--- src/u8u16_pkg.sv ---
// Shared types, constants and helper functions for the UTF-8 to UTF-16 decoder.
// No dependencies; used by every module of the block.
package u8u16_pkg;

  typedef enum logic [1:0] {
    ST_OK      = 2'd0,
    ST_ILLEGAL = 2'd1,
    ST_CUTOFF  = 2'd2
  } status_t;

  localparam logic [7:0]  LEAD_MIN       = 8'hC2;
  localparam logic [7:0]  LEAD_MAX       = 8'hF4;
  localparam logic [7:0]  LEAD_E0        = 8'hE0;
  localparam logic [7:0]  LEAD_ED        = 8'hED;
  localparam logic [7:0]  LEAD_F0        = 8'hF0;
  localparam logic [7:0]  LEAD_F4        = 8'hF4;
  localparam logic [7:0]  CONT_MIN       = 8'h80;
  localparam logic [7:0]  CONT_MAX       = 8'hBF;
  localparam logic [7:0]  E0_SECOND_MIN  = 8'hA0;
  localparam logic [7:0]  ED_SECOND_MAX  = 8'h9F;
  localparam logic [7:0]  F0_SECOND_MIN  = 8'h90;
  localparam logic [7:0]  F4_SECOND_MAX  = 8'h8F;
  localparam logic [20:0] BMP_MAX        = 21'h00FFFF;
  localparam logic [20:0] SUPP_BASE      = 21'h010000;
  localparam logic [15:0] HI_SURR_BASE   = 16'hD800;
  localparam logic [5:0]  LO_SURR_PREFIX = 6'b110111;

  // Word(s) produced by one decode step.
  typedef struct packed {
    logic [1:0]  n;
    logic [15:0] unit0;
    status_t     status0;
    logic        last0;
    logic [15:0] unit1;
  } res_t;

  typedef struct packed {
    logic free;
    logic pend;
  } out_ctl_t;

  function automatic logic [2:0] trail_count(input logic [7:0] b);
    logic [2:0] t;
    if (b < 8'hC0)      t = 3'd0;
    else if (b < 8'hE0) t = 3'd1;
    else if (b < 8'hF0) t = 3'd2;
    else if (b < 8'hF8) t = 3'd3;
    else if (b < 8'hFC) t = 3'd4;
    else                t = 3'd5;
    return t;
  endfunction

  function automatic logic second_ok(input logic [7:0] lead, input logic [7:0] b);
    logic ok;
    if (b > CONT_MAX) ok = 1'b0;
    else if (lead == LEAD_E0) ok = (b >= E0_SECOND_MIN);
    else if (lead == LEAD_ED) ok = (b <= ED_SECOND_MAX);
    else if (lead == LEAD_F0) ok = (b >= F0_SECOND_MIN);
    else if (lead == LEAD_F4) ok = (b <= F4_SECOND_MAX);
    else ok = (b >= CONT_MIN);
    return ok;
  endfunction

endpackage

--- src/utf8_to_utf16_decoder.sv ---
// Top level of the UTF-8 to UTF-16 decoder: input register, decode step, output stage.
// Depends on u8u16_pkg, u8u16_step and u8u16_out.
//
// Usage:
//   Input channel: in_valid / in_stall with in_byte and end_of_input, one UTF-8
//   byte per word; end_of_input marks the last byte of a buffer.
//   Output channel: out_valid / out_stall with code_unit, status and
//   last_of_run. A code point above 0xFFFF gives two words (high then low
//   surrogate); errors give one word with status 1 (illegal) or 2 (cut off)
//   and code_unit 0. After an illegal sequence, bytes are dropped up to the
//   end of the buffer.
//   Path: a byte is accepted into the input register, decoded, and its word is
//   registered in the output register. Throughput: one byte per cycle while the
//   output is not stalled; a byte completing a surrogate pair holds the decode
//   step while the low half moves from the holding slot to the output register.
//   Reset (rst, synchronous) empties the input and output registers and
//   returns the decoder to expecting a lead byte.
//   When out_stall is high the output word holds; the input register and the
//   decoder keep moving for bytes that produce no word, otherwise in_stall
//   rises in the same cycle.
module utf8_to_utf16_decoder (
  input  logic        clk,
  input  logic        rst,
  input  logic        in_valid,
  output logic        in_stall,
  input  logic [7:0]  in_byte,
  input  logic        end_of_input,
  output logic        out_valid,
  input  logic        out_stall,
  output logic [15:0] code_unit,
  output logic [1:0]  status,
  output logic        last_of_run
);
  import u8u16_pkg::*;

  logic       r_valid;
  logic [7:0] r_byte;
  logic       r_eoi;
  logic       fire;
  res_t       res;
  out_ctl_t   ctl;

  assign fire     = r_valid && !ctl.pend && (res.n == 2'd0 || ctl.free);
  assign in_stall = r_valid && !fire;

  always_ff @(posedge clk) begin
    if (rst) begin
      r_valid <= 1'b0;
    end else if (in_valid && !in_stall) begin
      r_valid <= 1'b1;
    end else if (fire) begin
      r_valid <= 1'b0;
    end
  end

  always_ff @(posedge clk) begin
    if (in_valid && !in_stall) begin
      r_byte <= in_byte;
      r_eoi  <= end_of_input;
    end
  end

  u8u16_step u_step (
    .clk     (clk),
    .rst     (rst),
    .byte_in (r_byte),
    .eoi     (r_eoi),
    .fire    (fire),
    .res     (res)
  );

  u8u16_out u_out (
    .clk         (clk),
    .rst         (rst),
    .fire        (fire),
    .res         (res),
    .out_stall   (out_stall),
    .out_valid   (out_valid),
    .code_unit   (code_unit),
    .status      (status),
    .last_of_run (last_of_run),
    .ctl         (ctl)
  );

endmodule

--- src/u8u16_step.sv ---
// Sequence state and per-byte decode: validates one byte, builds the code point
// and forms up to two result words. Depends on u8u16_pkg.
module u8u16_step (
  input  logic               clk,
  input  logic               rst,
  input  logic [7:0]         byte_in,
  input  logic               eoi,
  input  logic               fire,
  output u8u16_pkg::res_t    res
);
  import u8u16_pkg::*;

  logic [20:0] partial_value, partial_value_next;
  logic [2:0]  bytes_remaining, bytes_remaining_next;
  logic [7:0]  lead_byte, lead_byte_next;
  logic [2:0]  seq_position, seq_position_next;
  logic        seq_bad, seq_bad_next;
  logic        halted, halted_next;

  logic [2:0]  t;
  logic        bad_now;
  logic [20:0] pv_shift;
  logic [2:0]  rem_dec;
  logic [20:0] v;

  assign t        = trail_count(byte_in);
  assign pv_shift = {partial_value[14:0], byte_in[5:0]};
  assign rem_dec  = bytes_remaining - 3'd1;
  assign v        = pv_shift - SUPP_BASE;
  assign bad_now  = (seq_position == 3'd1) ? !second_ok(lead_byte, byte_in)
                                           : (byte_in < CONT_MIN || byte_in > CONT_MAX);

  always_comb begin
    partial_value_next   = partial_value;
    bytes_remaining_next = bytes_remaining;
    lead_byte_next       = lead_byte;
    seq_position_next    = seq_position;
    seq_bad_next         = seq_bad;
    halted_next          = halted;
    res.n       = 2'd0;
    res.unit0   = '0;
    res.status0 = ST_OK;
    res.last0   = 1'b1;
    res.unit1   = {LO_SURR_PREFIX, v[9:0]};

    if (halted) begin
      if (eoi) halted_next = 1'b0;
    end else if (bytes_remaining == 3'd0) begin
      if (t == 3'd0) begin
        res.n = 2'd1;
        if (byte_in >= CONT_MIN) begin
          res.status0 = ST_ILLEGAL;
          halted_next = !eoi;
        end else begin
          res.unit0 = {8'h00, byte_in};
        end
      end else if (eoi) begin
        res.n       = 2'd1;
        res.status0 = ST_CUTOFF;
      end else begin
        lead_byte_next       = byte_in;
        bytes_remaining_next = t;
        seq_position_next    = 3'd1;
        seq_bad_next         = (byte_in < LEAD_MIN || byte_in > LEAD_MAX || t > 3'd3);
        case (t)
          3'd1:    partial_value_next = {16'd0, byte_in[4:0]};
          3'd2:    partial_value_next = {17'd0, byte_in[3:0]};
          default: partial_value_next = {18'd0, byte_in[2:0]};
        endcase
      end
    end else begin
      partial_value_next   = pv_shift;
      seq_position_next    = seq_position + 3'd1;
      bytes_remaining_next = rem_dec;
      seq_bad_next         = seq_bad | bad_now;
      if (rem_dec != 3'd0) begin
        if (eoi) begin
          res.n       = 2'd1;
          res.status0 = ST_CUTOFF;
        end
      end else begin
        res.n = 2'd1;
        if (seq_bad || bad_now) begin
          res.status0 = ST_ILLEGAL;
          halted_next = !eoi;
        end else if (pv_shift <= BMP_MAX) begin
          res.unit0 = pv_shift[15:0];
        end else begin
          res.n     = 2'd2;
          res.unit0 = 16'(v[20:10]) + HI_SURR_BASE;
          res.last0 = 1'b0;
        end
      end
    end

    // Any reported word or end of buffer returns the sequence state to idle.
    if (!halted && (res.n != 2'd0 || eoi)) begin
      partial_value_next   = '0;
      bytes_remaining_next = '0;
      lead_byte_next       = '0;
      seq_position_next    = '0;
      seq_bad_next         = 1'b0;
    end
  end

  always_ff @(posedge clk) begin
    if (rst) begin
      partial_value   <= '0;
      bytes_remaining <= '0;
      lead_byte       <= '0;
      seq_position    <= '0;
      seq_bad         <= 1'b0;
      halted          <= 1'b0;
    end else if (fire) begin
      partial_value   <= partial_value_next;
      bytes_remaining <= bytes_remaining_next;
      lead_byte       <= lead_byte_next;
      seq_position    <= seq_position_next;
      seq_bad         <= seq_bad_next;
      halted          <= halted_next;
    end
  end

endmodule

--- src/u8u16_out.sv ---
// Output register plus one holding slot for the low surrogate of a pair.
// Depends on u8u16_pkg.
module u8u16_out (
  input  logic                 clk,
  input  logic                 rst,
  input  logic                 fire,
  input  u8u16_pkg::res_t      res,
  input  logic                 out_stall,
  output logic                 out_valid,
  output logic [15:0]          code_unit,
  output logic [1:0]           status,
  output logic                 last_of_run,
  output u8u16_pkg::out_ctl_t  ctl
);
  import u8u16_pkg::*;

  logic        o_valid;
  logic        p_valid;
  logic [15:0] p_unit;
  logic        o_free;

  assign o_free    = !o_valid || !out_stall;
  assign ctl.free  = o_free;
  assign ctl.pend  = p_valid;
  assign out_valid = o_valid;

  always_ff @(posedge clk) begin
    if (rst) begin
      o_valid <= 1'b0;
      p_valid <= 1'b0;
    end else if (o_free) begin
      if (p_valid) begin
        o_valid <= 1'b1;
        p_valid <= 1'b0;
      end else if (fire && res.n != 2'd0) begin
        o_valid <= 1'b1;
        p_valid <= (res.n == 2'd2);
      end else begin
        o_valid <= 1'b0;
      end
    end
  end

  always_ff @(posedge clk) begin
    if (o_free) begin
      if (p_valid) begin
        code_unit   <= p_unit;
        status      <= ST_OK;
        last_of_run <= 1'b1;
      end else if (fire && res.n != 2'd0) begin
        code_unit   <= res.unit0;
        status      <= res.status0;
        last_of_run <= res.last0;
      end
    end
    if (fire) p_unit <= res.unit1;
  end

endmodule

--- config.mk ---
export PLATFORM = sky130hd
export DESIGN_NAME = utf8_to_utf16_decoder
export DESIGN_NICKNAME = d
export VERILOG_FILES = /design/src/u8u16_pkg.sv /design/src/utf8_to_utf16_decoder.sv /design/src/u8u16_step.sv /design/src/u8u16_out.sv
export SDC_FILE = /design/constraint.sdc
export NUM_CORES = 1
export LEC_CHECK = 0
export BUFFER_PORTS_ARGS = -buffer_cell sky130_fd_sc_hd__buf_2
export CAP_MARGIN = 10
export CORE_ASPECT_RATIO = 1.25
export CORE_MARGIN = 3
export CORE_UTILIZATION = 30
export DETAILED_ROUTE_END_ITERATION = 8
export PLACE_DENSITY = 0.45
export SYNTH_ARGS = -nofsm -noshare
export SYNTH_HDL_FRONTEND = slang
export SYNTH_SLANG_ARGS = --single-unit
--- constraint.sdc ---
create_clock -name clk -period 8.79 [get_ports clk]
set_input_delay 0 -clock clk [delete_from_list [all_inputs] [get_ports clk]]
set_output_delay 0 -clock clk [all_outputs]
set_load 0.02 [all_outputs]
==> metrics list <==
* Wire length on met2: 4508 µm
* CTS tree: built
- Areal power density over the cells: 202.3 nW/µm²
- The routed layout has 2743 vias.
- Total wirelength of the detailed-routed design: 9145 µm
- Wire length on met1: 3952 µm
- Arrival time reported for the critical path endpoint: 3.10 ns
- Peak supply drop: 0.09362 mV
- The number of antenna diodes in the final layout is 0.
* Worst Setup Path Type: register to register
- For this run the aggregate overflow at the end of global routing stands at 0.
* Pleak: 0.001528 µW
- Seq/Total Area, Yosys: 51.16%
- Count of flip-flops with a built-in enable after synthesis: 38
- Worst setup skew after layout: 0.006944 ns
* Max Fanout on Critical Path: 11
- Mean Syn Cell Area: 10.26 µm²
- In the final routed layout, each cell accounts on average for 16.75 µm.
- Part of the power in registers: 43.8%
- Adding up every negative setup slack in the final design gives 0 ns.
- On the worst path, the slowest cell contributes a delay of 0.55 ns.
- Total of buffers placed on input and output ports: 33
* Worst slew margin relative to its limit: 36.55%
- Internal Pwr Total: 671.9 µW
- After synthesis, the cell types taking the most area are sky130_fd_sc_hd__edfxtp_1, sky130_fd_sc_hd__dfxtp_1, sky130_fd_sc_hd__nand2_1.
* Metal3 WL: 349 µm
- Number of H-tree levels: 3
- Based on the critical path, the design can be clocked at up to 348.9 MHz.
- Summing every instance area after synthesis gives 3561 µm².
* P&R area growth vs syn: 20.45%
- Setup repair after global routing left no endpoint under its margin.
- Proportion of power drawn by combinational gates: 7.6%
* Startpoint types: register
- The max-slew violation count is 0.
* Total Nets Final: 403
- Counting every instance in the synthesized netlist gives 347.
- HPWL after DPL: 6499 µm
* Critical Path Slowest Stage Cell: sky130_fd_sc_hd__a31oi_2
- Total of warnings raised by yosys: 0
* Clk_lat worst skew: 0.33 ns
- Std-Cell Rows: 43
* Sw Ratio: 22.56%
- Max-cap violations in this run came to 0.
* Fraction of layout instances using a drive strength above 1: 17.48%
* All-layer global routing usage: 14.90%
- The final count of hold timing violations came to 0.
- The number of setup buffers added after CTS is 0.
- The layout has 1124 filler cells.
- Die footprint: 13220 µm²
- Width of the die: 103.4 µm
- At the end of routability-driven placement, the weighted congestion stood at 0.8468.
* Post-synth top area share: 32.04%
- The die is 127.8 µm tall.
- Maximum root-to-sink buffer count: 2
* Switching power of the nets: 195.8 µW
- Count of nets left with antenna violations after detail routing: 0
- The core region is 11350 µm².
- Path type of the worst min-delay path: primary input to register
- Entering global routing, the biggest net connects 36 pins.
- Slew at the pin with the worst max-slew slack: 0.9517 ns
- Quantity of hold-fixing buffers added after cts: 11
* Top cell by count, worst path: sky130_fd_sc_hd__inv_1
- Number of synthesized register bits: 72
- Cells traversed along the worst timing path: inv_1, ha_1, nor2b_2, a32oi_4, a31oi_2, a21o_2, inv_1, a211o_1, o41ai_1
- The first global-routing pass estimated 14900 µm of wire.
- Period Utilization, post-route: 32.61%
* Endpoint type of the worst setup path: register
* Fin crit period: 2.866 ns
- Count of final setup violators: 0
- After clock tree synthesis, the repair step resized 0 gates.
- Data on the critical path is required at its endpoint by 9.02 ns.
- After layout, the design draws a total of 867.7 µW.
- Total CTS buffers: 9
* Per-cell via count in the routed design: 5.024
* Run status: finished clean
- Number of top-level pins: 34
- For this run, asynchronously set or reset flops after synthesis account for 0%.
- The cell family contributing the most delay on the critical path is compound AO/OA/AOI/OAI gates.
- The via count of the first global-routing pass was 2786.
- Clock Pin Slew Worst Setup and Hold Paths: 0.06 ns
- Post-route DRC: 0
- The number of nets handed over by synthesis was 366.
- The number of antenna violations at the first check in global routing was 0.
* Starting density of the core: 31.37%
- Summed over all instances, the cell type with the most area after synthesis is sky130_fd_sc_hd__edfxtp_1.
- The first routing iteration left 101 violations.
- Clock tree synthesis found a total of 72 sinks.
- Bufs and invs on worst path: 2
* CTS root buf: sky130_fd_sc_hd__clkbuf_16
- The first TritonRoute pass finished after 4 iterations.
* Most repeated cell in the gate-level netlist after synthesis: sky130_fd_sc_hd__nand2_1
- Main synth FF type: sky130_fd_sc_hd__edfxtp_1
* Uppermost signal routing layer after detailed routing: met4
- The netlist uses 60 different library cells.
* Cell types with the highest counts after synthesis: sky130_fd_sc_hd__nand2_1, sky130_fd_sc_hd__edfxtp_1, sky130_fd_sc_hd__dfxtp_1
* Clock share of power: 48.6%
-- power by group through the flow --
stage	clock network (µW)	registers, µW	logic, µW
2_1_floorplan	0	389	40.4
3_3_place_gp	0	387	63.2
3_5_place_dp	0	388	63.2
4_1_cts	432	380	67.1
5_1_grt	447	383	72.3
6_report	422	380	65.8
-- worst reg2reg max path, cell delays in order (launching register included) --
cell	delay, ns
sky130_fd_sc_hd__dfxtp_1	0.34
sky130_fd_sc_hd__inv_1	0.09
sky130_fd_sc_hd__ha_1	0.24
sky130_fd_sc_hd__nor2b_2	0.50
sky130_fd_sc_hd__a32oi_4	0.14
sky130_fd_sc_hd__a31oi_2	0.55
sky130_fd_sc_hd__a21o_2	0.26
sky130_fd_sc_hd__inv_1	0.23
sky130_fd_sc_hd__a211o_1	0.37
sky130_fd_sc_hd__o41ai_1	0.05
-- placed cells by master, fill, tap and decap left out, types with 2 or more instances in the layout --
cell / count
sky130_fd_sc_hd__and2_1: 8
sky130_fd_sc_hd__or3_1: 2
sky130_fd_sc_hd__nor2b_1: 4
sky130_fd_sc_hd__o21ai_0: 18
sky130_fd_sc_hd__buf_2: 33
sky130_fd_sc_hd__clkinv_4: 2
sky130_fd_sc_hd__inv_1: 15
sky130_fd_sc_hd__ha_1: 6
sky130_fd_sc_hd__o31ai_1: 7
sky130_fd_sc_hd__a211o_1: 2
sky130_fd_sc_hd__or4_1: 2
sky130_fd_sc_hd__o22ai_1: 2
sky130_fd_sc_hd__o41ai_1: 2
sky130_fd_sc_hd__dlygate4sd3_1: 11
sky130_fd_sc_hd__edfxtp_1: 38
sky130_fd_sc_hd__o21ai_1: 4
sky130_fd_sc_hd__nand2b_1: 9
sky130_fd_sc_hd__a21oi_1: 25
sky130_fd_sc_hd__nor3_1: 8
sky130_fd_sc_hd__nand3_1: 19
sky130_fd_sc_hd__a221o_1: 6
sky130_fd_sc_hd__nor2_1: 18
sky130_fd_sc_hd__nand4b_1: 2
sky130_fd_sc_hd__and4b_1: 2
sky130_fd_sc_hd__xnor2_1: 3
sky130_fd_sc_hd__mux2i_1: 7
sky130_fd_sc_hd__a31oi_1: 2
sky130_fd_sc_hd__dfxtp_1: 34
sky130_fd_sc_hd__clkbuf_16: 9
sky130_fd_sc_hd__bufinv_16: 3
sky130_fd_sc_hd__and3_1: 2
sky130_fd_sc_hd__nand2_1: 39
sky130_fd_sc_hd__nand4_1: 5
sky130_fd_sc_hd__o21a_1: 3
sky130_fd_sc_hd__nand3b_1: 8
-- per-layer routing --
metal / vias up / global-route usage, %
met2: 69 / 24.10
met4: 0 / 7.470
met3: 23 / 3.430
met5: - / 0
li1: 1355 / -
met1: 1296 / 18.31
-- kinds of logic after synthesis --
family | share of synthesized area [%]
AND/OR/NAND/NOR | 21.75
AO/OA/AOI/OAI | 17.25
flip-flops | 51.16
buffers and inverters | 4.287
multiplexers | 2.705
adder cells (fa/ha/maj) | 2.108
XOR/XNOR | 0.7380
-- state kept, by name, indices dropped and copies added, names as in the netlist --
signal	flops
r_byte	8
r_eoi	1
r_valid	1
u_out.code_unit	16
u_out.last_of_run	1
u_out.out_valid	1
u_out.p_unit	10
u_out.p_valid	1
u_out.status	2
u_step.bytes_remaining	3
u_step.halted	1
u_step.lead_byte	8
u_step.partial_value	15
u_step.seq_bad	1
u_step.seq_position	3
-- worst paths after layout --
kind                              from                        end  slack (ns)  cells past startpoint
max          u_step.bytes_remaining[0]              u_step.halted        5.92                      9
min                                rst    u_step.partial_value[9]        0.21                      2
max reg2reg  u_step.bytes_remaining[0]              u_step.halted        5.92                      9
min reg2reg  u_step.bytes_remaining[1]  u_step.bytes_remaining[1]        0.46                      2
-- final cells by class --
cell class	count	area (µm²)	area share [%]
clock buffer	10	229.0	5.338
clock inverter	6	116.4	2.713
inverter	15	56.30	1.313
multi-input combinational	241	1587	36.99
sequential	72	1822	42.47
tap	157	196.4	4.580
timing repair buffer	45	282.8	6.593
-- per-stage QoR --
step | hold slack (ns) | setup WS, ns | area, µm² | cells | utilization, %
floorplan | 0.09887 | 6.040 | 3561 | 347 | -
global placement | 0.1787 | 5.925 | 3834 | 519 | 33.77
detailed placement | 0.1796 | 5.940 | 3834 | 519 | 33.77
CTS | 0.2028 | 5.914 | 4289 | 546 | 37.78
global route | 0.2406 | 5.745 | 4289 | 546 | 37.78
finish | 0.2119 | 5.924 | 4289 | 546 | 37.78
No activity file was read; power rests on OpenSTA's default activity.
